## config.mk

```make
export PLATFORM = sky130hd
export DESIGN_NAME = ptw_alu
export DESIGN_NICKNAME = d
export VERILOG_FILES = /design/src/sv/ptw_pkg.sv /design/src/sv/ptw_alu.sv
export SDC_FILE = /design/constraint.sdc
export NUM_CORES = 1
export LEC_CHECK = 0
export ABC_CLOCK_PERIOD_IN_PS = 5200
export BUFFER_PORTS_ARGS = -buffer_cell sky130_fd_sc_hd__buf_2
export CORE_MARGIN = 2
export CORE_UTILIZATION = 35
export DETAILED_ROUTE_END_ITERATION = 8
export GPL_ROUTABILITY_DRIVEN = 1
export GPL_TIMING_DRIVEN = 0
export MAX_ROUTING_LAYER = met4
export PLACE_DENSITY = 0.73
export SYNTH_ARGS = -nofsm -noshare
export SYNTH_HDL_FRONTEND = slang
export SYNTH_SLANG_ARGS = --single-unit
```

## constraint.sdc

```tcl
create_clock -name vclk -period 5.2
set_input_delay 1.04 -clock vclk [all_inputs]
set_output_delay 1.04 -clock vclk [all_outputs]
set_load 0.03 [all_outputs]
```

## src/sv/ptw_pkg.sv

```systemverilog
// shared types, sizes and codes of the sv39 page table walker
// used by ptw_store, ptw_alu and sv39_page_table_walker; no dependencies
`default_nettype none

package ptw_pkg;

   // store geometry
   localparam int TABLE_PAGES       = 8;
   localparam int ENTRIES_PER_TABLE = 512;
   localparam int IDX_W             = $clog2(ENTRIES_PER_TABLE);
   localparam int PAGE_W            = $clog2(TABLE_PAGES);
   localparam int ADDR_W            = PAGE_W + IDX_W;
   localparam int DEPTH             = TABLE_PAGES * ENTRIES_PER_TABLE;
   localparam int NFP_W             = $clog2(TABLE_PAGES + 1);

   // entry and address fields
   localparam int PG_SHIFT = 12;
   localparam int PPN_W    = 44;
   localparam int FLAG_W   = 10;
   localparam int PTE_W    = PPN_W + FLAG_W;
   localparam int VA_W     = 39;
   localparam int PA_W     = 56;
   localparam int VPN_W    = VA_W - PG_SHIFT;
   localparam int LVL_W    = 2;

   // flag bit positions
   localparam int FLAG_V = 0;
   localparam int FLAG_R = 1;
   localparam int FLAG_X = 3;

   // flags of a pointer entry: valid only
   localparam logic [FLAG_W-1:0] FLAGS_PTR = FLAG_W'(1);

   typedef enum logic [2:0] {
      ST_OK       = 3'd0,
      ST_NOTFOUND = 3'd1,
      ST_MISALIGN = 3'd2,
      ST_CONFLICT = 3'd3,
      ST_NOPAGES  = 3'd4,
      ST_OUTSIDE  = 3'd5
   } status_type;

   typedef enum logic {
      REQ_LOOKUP = 1'b0,
      REQ_MAP    = 1'b1
   } req_kind_type;

   typedef enum logic {
      ALU_ADD = 1'b0,
      ALU_SUB = 1'b1
   } alu_op_type;

   // one access of the entry store
   typedef struct packed {
      logic              we;
      logic [ADDR_W-1:0] addr;
      logic [PTE_W-1:0]  wdata;
   } mem_req_type;

   // request and result of the shared page number unit
   typedef struct packed {
      alu_op_type       op;
      logic [PPN_W-1:0] a;
      logic [PPN_W-1:0] b;
   } alu_req_type;

   typedef struct packed {
      logic [PPN_W-1:0] sum;
      logic             in_store;
   } alu_res_type;

endpackage

`default_nettype wire

```

## src/sv/ptw_alu.sv

```systemverilog
// shared 44-bit page number adder/subtractor with store range check
// depends on ptw_pkg
`default_nettype none

module ptw_alu (
   input  wire ptw_pkg::alu_req_type alu_req,
   output ptw_pkg::alu_res_type      alu_res
);

   logic [ptw_pkg::PPN_W-1:0] b_opnd;
   logic [ptw_pkg::PPN_W-1:0] sum;

   // a + b, or a - b modulo 2^44
   always_comb begin
      b_opnd = (alu_req.op == ptw_pkg::ALU_SUB) ? ~alu_req.b : alu_req.b;
      sum    = alu_req.a + b_opnd
             + ptw_pkg::PPN_W'(alu_req.op == ptw_pkg::ALU_SUB);
   end

   // relative page number lies inside the store
   assign alu_res.sum      = sum;
   assign alu_res.in_store = (sum < ptw_pkg::PPN_W'(ptw_pkg::TABLE_PAGES));

endmodule

`default_nettype wire

```

==> results.sh, run 1 <==
export IMPL_fin_crit_ns=5.64
export IMPL_worstPathArrival_ns=4.60
export IMPL_synth_top_area_frac=0.157
export IMPL_wirelength_um=12800
export IMPL_switching_share=0.628
export IMPL_vdd_ir_drop_max_mv=0.185
export IMPL_num_vias=4407
export IMPL_gp_routability_congestion=0.881
export IMPL_setup_viol=1
export IMPL_drc=0
export IMPL_ant_nets=0
export IMPL_slew_viol_final=0
export IMPL_hold_end="alu_res[1]"
export IMPL_end_kind="output pin"
export IMPL_crit_type="input pin to output pin"
export IMPL_syn_area_per_cell_um2=6.77
export IMPL_drt_pass1_iterations=5
export IMPL_synth_cell_type_count=59
export IMPL_row_count=35
export IMPL_io_buffers=133
export IMPL_initial_utilization=0.361
export IMPL_grt_max_degree=11
export IMPL_synth_area_um2=3350
export IMPL_hold_start="alu_req[0]"
export IMPL_period_share=1.08
export IMPL_hold_depth=3
export IMPL_hold_viol_final=0
export IMPL_syn_num_nets=627
export IMPL_relSlewSlack=0.683
export IMPL_die_height_um=102
export IMPL_comb_power_share=1.000
export IMPL_cp_common_cell="a21o_1"
export IMPL_startpoint="alu_req[88]"
export IMPL_slowest_stage="or4b_4"
export IMPL_synthTopCellsByArea="ha_1 16%, xor2_1 15%, a21oi_1 8.5%, xnor2_1 5.5%, nand2_1 5.2%"
export IMPL_yosys_top_cells_count="57 x a21oi_1, 57 x xor2_1, 46 x nand2_1"
export IMPL_hold_ws_ns=2.41
export IMPL_rsz0062_at_grt="true"
export IMPL_max_stage_delay_ns=0.50
export IMPL_layout_drive_gt1_share=0.381
export IMPL_ys_warnings_count=0
export IMPL_switching_power_w=0.000787
export IMPL_tns_ns=-0.441
export IMPL_fmax_mhz=177
export IMPL_drtIter0Drc=199
export IMPL_diodes=0
export IMPL_required_ns=4.16
export IMPL_core_area_um2=9280
export IMPL_yosysTopAreaCell="ha_1"
export IMPL_die_w_um=102
export IMPL_grt_overflow=0
export IMPL_grt_antenna_before_repair=0
export IMPL_seq_cell_count=0
export IMPL_grt_pass1_wl_um=19500
export IMPL_cp_max_fo=8
export IMPL_die_area_um2=10400
export IMPL_track_usage=0.236
export IMPL_area_delta_synth_final_pct=50.1
export IMPL_p_clk_frac=0
export IMPL_grt_pass1_vias=4213
export IMPL_status="finished, violations left"
export IMPL_p_int_w=0.000467
export IMPL_wl_per_cell_um=16.2
export IMPL_powerDensity_nw_per_um2=249
export IMPL_violations="setup timing"
export IMPL_ys_seq_area_frac=0
export IMPL_dp_hpwl_um=9910
export IMPL_start_kind="input pin"
export IMPL_cap_violations=0
export IMPL_clkbuf_count=0
export IMPL_regArea_um2=0
export IMPL_via_per_inst=5.60
export IMPL_worstMarginPinSlew_ns=0.472
export IMPL_nets=792
export IMPL_p_leak_nw=2.19
export IMPL_netlist_instances=495
export IMPL_path_cells="buf_12 -> buf_12 -> xor2_2 -> ha_1 -> buf_6 -> nand4_1 -> or4_1 -> a21o_1 -> a21o_1 -> a21o_1 -> a31oi_4 -> a311oi_2 -> a21oi_1 -> or4b_4 -> a2111oi_4 -> buf_4"
export IMPL_min_path_type="input pin to output pin"
export IMPL_fin_ws_ns=-0.441
export IMPL_pwr_share_seq=0
export IMPL_io_pins=134
## what timing repair did
item | in CTS | in global routing
pin swaps | 25 | 17
hold buffers | 0 | 0
buffers inserted | 31 | 5
endpoints found under the setup margin | 1 | 4
gates resized for setup | 51 | 45
## power by group through the flow
stage	logic (W)	registers, W	clock network, W
global route	0.00134	0	0
global placement	0.00108	0	0
detailed placement	0.00109	0	0
floorplan	0.000803	0	0
finish	0.00125	0	0
CTS	0.00119	0	0
## worst max path at each step
stage	end	cells past startpoint
final	alu_res[0]	16
after detailed placement	alu_res[0]	15
after global placement	alu_res[0]	15
after floorplan	alu_res[0]	14
after global routing	alu_res[0]	16
after CTS	alu_res[0]	16
## layout make-up
| type | instances | area [um2] |
|---|---|---|
| plain buffers | 18 | 166 |
| inverters | 12 | 45.0 |
| well taps | 129 | 161 |
| fillers | 927 | 4250 |
| repair buffers | 164 | 923 |
| multi-input cells | 464 | 3730 |
## critical path, delay by kind of cell
kind,cells,cell delay [ns]
AO/OA/AOI/OAI,7,1.45
XOR/XNOR,1,0.14
buffers and inverters,4,0.59
AND/OR/NAND/NOR,3,1.09
adder cells (fa/ha/maj),1,0.29
## per-stage QoR
stage / util / worst slack (ns) / instances / cell area (um2) / power (W)
floorplan: - / -0.239 / 495 / 3560 / 0.000803
global placement: 0.473 / -0.712 / 757 / 4390 / 0.00108
detailed placement: 0.473 / -0.684 / 757 / 4390 / 0.00109
CTS: 0.521 / -0.394 / 787 / 4840 / 0.00119
global route: 0.542 / -0.552 / 787 / 5030 / 0.00134
finish: 0.542 / -0.441 / 787 / 5030 / 0.00125
## routing by layer
layer  track usage  part of all wire
met1         0.291              0.41
met2         0.422              0.50
met3        0.0178             0.066
met4        0.0462             0.021
met5             -                 0
## cell families after synthesis
| logic type | after synthesis | share of synthesized area |
|---|---|---|
| AO/OA/AOI/OAI | 170 | 0.332 |
| AND/OR/NAND/NOR | 169 | 0.251 |
| XOR/XNOR | 78 | 0.204 |
| adder cells (fa/ha/maj) | 43 | 0.163 |
| buffers and inverters | 31 | 0.0366 |
| multiplexers | 4 | 0.0138 |
## cell usage in the layout (no fill, tap or decap), types with 17 or more instances in the layout
cell type / Yosys / routed
xor2_1: 57 / 53
ha_1: 42 / 27
nor2_1: 35 / 32
nor3_1: 18 / 17
o21ai_0: 26 / 18
a21oi_1: 57 / 51
xnor2_1: 21 / 18
buf_2: 5 / 132
buf_4: 0 / 30
nand2_1: 46 / 41
Note: power is estimated with default switching activity, not from simulation.
==> run 2, diff against run 1 <==
- ABC_AREA: not set -> 1
- ABC_CLOCK_PERIOD_IN_PS: 5200 -> 6500
- PLACE_DENSITY: 0.73 -> 0.69
- clock period: 5.2 -> 6.5 ns (I/O delays scaled with it)
==> run 2 against run 1 <==
Against the previous run:
- the run now ends clean
- non-clock buffer count fell by 44
- wire length rose by 5.5%
- setup slack improved by 0.97 ns
- area after synthesis rose by 19%
- core utilization fell by 11 points
- final cell count rose by 36%
- global-route usage fell by 2.0 points
- sequential share of layout area did not move
- critical path depth fell by 1
- cell area fell by 3.7%
- critical endpoint unchanged
==> results.sh, run 2 <==
export IMPL_design_area_um2=4850
export IMPL_wl_per_cell_um=12.5
export IMPL_grt_max_degree=11
export IMPL_setup_viol=0
export IMPL_synth_top_area_frac=0.274
export IMPL_wirelength_um=13400
export IMPL_worstMarginPinSlew_ns=1.06
export IMPL_fmax_mhz=168
export IMPL_synth_area_um2=4000
export IMPL_syn_area_per_cell_um2=5.03
export IMPL_seq_cell_count=0
export IMPL_grt_pass1_wl_um=21800
export IMPL_gp_routability_congestion=0.962
export IMPL_hold_start="alu_req[44]"
export IMPL_dp_slack_ns=0.564
export IMPL_drtIter0Drc=380
export IMPL_comb_power_share=1.000
export IMPL_core_area_um2=11300
export IMPL_ys_warnings_count=0
export IMPL_row_count=39
export IMPL_p_leak_nw=3.02
export IMPL_hold_depth=3
export IMPL_ys_seq_area_frac=0
export IMPL_rsz0062_at_grt="false"
export IMPL_total_power_w=0.000816
export IMPL_start_kind="input pin"
export IMPL_drt_pass1_iterations=5
export IMPL_regArea_um2=0
export IMPL_drc=0
export IMPL_num_vias=5079
export IMPL_pwr_share_seq=0
export IMPL_powerDensity_nw_per_um2=168
export IMPL_period_share=0.918
export IMPL_end_kind="output pin"
export IMPL_post_cts_resized=0
export IMPL_hold_end="alu_res[1]"
export IMPL_synth_cell_type_count=28
export IMPL_io_buffers=133
export IMPL_synthTopCellsByArea="nand2_1 27%, inv_1 14%, ha_1 13%, xor2_1 11%, nor2_1 7.5%"
export IMPL_ctsHoldBuffers=0
export IMPL_switching_power_w=0.000565
export IMPL_die_height_um=111
export IMPL_place_area_um2=4850
export IMPL_final_common_cell="nand2_1"
export IMPL_final_cell_mix="292 x nand2_1, 148 x inv_1, 133 x buf_2, 80 x nor2_1, 49 x xor2_1"
export IMPL_yosys_top_cells_count="292 x nand2_1, 148 x inv_1, 80 x nor2_1"
export IMPL_grt_overflow=0
export IMPL_status="completed"
export IMPL_required_ns=5.20
export IMPL_die_w_um=111
export IMPL_p_clk_frac=0
export IMPL_nets=1063
export IMPL_diodes=0
export IMPL_grt_antenna_before_repair=0
export IMPL_netlist_instances=796
export IMPL_area_delta_synth_final_pct=21.1
export IMPL_fin_ws_ns=0.534
export IMPL_dp_hpwl_um=12000
export IMPL_grt_pass1_vias=4592
export IMPL_syn_num_nets=928
export IMPL_nFillCells=1314
export IMPL_yosysMostFrequentCell="nand2_1"
export IMPL_cap_violations=0
export IMPL_yosysTopAreaCell="nand2_1"
export IMPL_io_pins=134
export IMPL_ant_nets=0
export IMPL_fin_crit_ns=5.97
export IMPL_min_path_type="input pin to output pin"
export IMPL_clkbuf_count=0
export IMPL_p_int_w=0.000250
export IMPL_initial_utilization=0.355
export IMPL_hold_viol_final=0
export IMPL_crit_type="input pin to output pin"
export IMPL_relSlewSlack=0.294
export IMPL_track_usage=0.216
export IMPL_hold_ws_ns=2.93
export IMPL_vdd_ir_drop_max_mv=0.0828
export IMPL_layout_drive_gt1_share=0.185
export IMPL_cp_max_fo=10
export IMPL_post_cts_setup_buffer_count=0
export IMPL_via_per_inst=4.74
export IMPL_multi_input_area_um2=3400
export IMPL_worstPathArrival_ns=4.67
export IMPL_die_area_um2=12300
export IMPL_switching_share=0.693
export IMPL_slew_viol_final=0
export IMPL_tns_ns=0
-- run 2: cell types whose count changed in the layout (fill, tap and decap cells not counted), sizes merged, moves of 8 or more --
cell	delta
a21o	-8
a21oi	-13
buf	-39
inv	+139
nand2	+260
nand3	+39
nor2	+53
nor3	-11
o21a	-11
o21ai	-15
or3	-8
xnor2	-17
xor2	-8
-- run 2: routing by layer --
layer / up-vias / wire length [um] / global-route usage
li1: 2722 / - / -
met1: 2228 / 6880 / 0.322
met2: 127 / 5760 / 0.342
met3: 2 / 769 / 0.00929
met4: 0 / 36 / 0.00917
met5: - / 0 / -
-- run 2: worst max-delay path, cell delays in order --
cell and delay, ns:
buf_6 0.10, clkbuf_1 0.72, xor2_1 0.17, ha_1 0.43, a21oi_1 0.23, o21ai_0 0.21, a21oi_1 0.23, nand3_2 0.23
xor2_1 0.22, nor2_1 0.11, nand3_1 0.12, nor2_1 0.16, nand2_1 0.07, nor2_1 0.12, buf_2 0.21
-- run 2: layout make-up --
cell class                      instances  area share
Timing Repair Buffer                  133       0.137
Inverter                              152       0.118
Multi-Input combinational cell        639       0.703
Buffer                                  5     0.00542
Tap cell                              143      0.0369
-- run 2: stage by stage --
step / util / instances
final: 0.430 / 1072
after global routing: 0.430 / 1072
after CTS: 0.430 / 1072
after detailed placement: 0.430 / 1072
after global placement: 0.430 / 1072
after floorplan: - / 796
-- run 2: how the worst max path moves through the flow --
| stage | from | endpoint | cells after the start |
|---|---|---|---|
| 5_1_grt | alu_req[88] | alu_res[0] | 19 |
| 2_1_floorplan | alu_req[88] | alu_res[0] | 21 |
| 6_report | alu_req[88] | alu_res[0] | 15 |
| 3_5_place_dp | alu_req[88] | alu_res[0] | 15 |
| 3_3_place_gp | alu_req[88] | alu_res[0] | 15 |
| 4_1_cts | alu_req[88] | alu_res[0] | 15 |
-- run 2: cell families after synthesis --
family                   synth area share
XOR/XNOR                            0.116
AND/OR/NAND/NOR                     0.497
buffers and inverters               0.149
adder cells (fa/ha/maj)             0.136
AO/OA/AOI/OAI                       0.102
-- run 2: power by group through the flow --
stage | registers [W] | clock network, W | logic (W)
detailed placement | 0 | 0 | 0.000809
CTS | 0 | 0 | 0.000813
floorplan | 0 | 0 | 0.000582
global route | 0 | 0 | 0.000902
finish | 0 | 0 | 0.000816
global placement | 0 | 0 | 0.000808
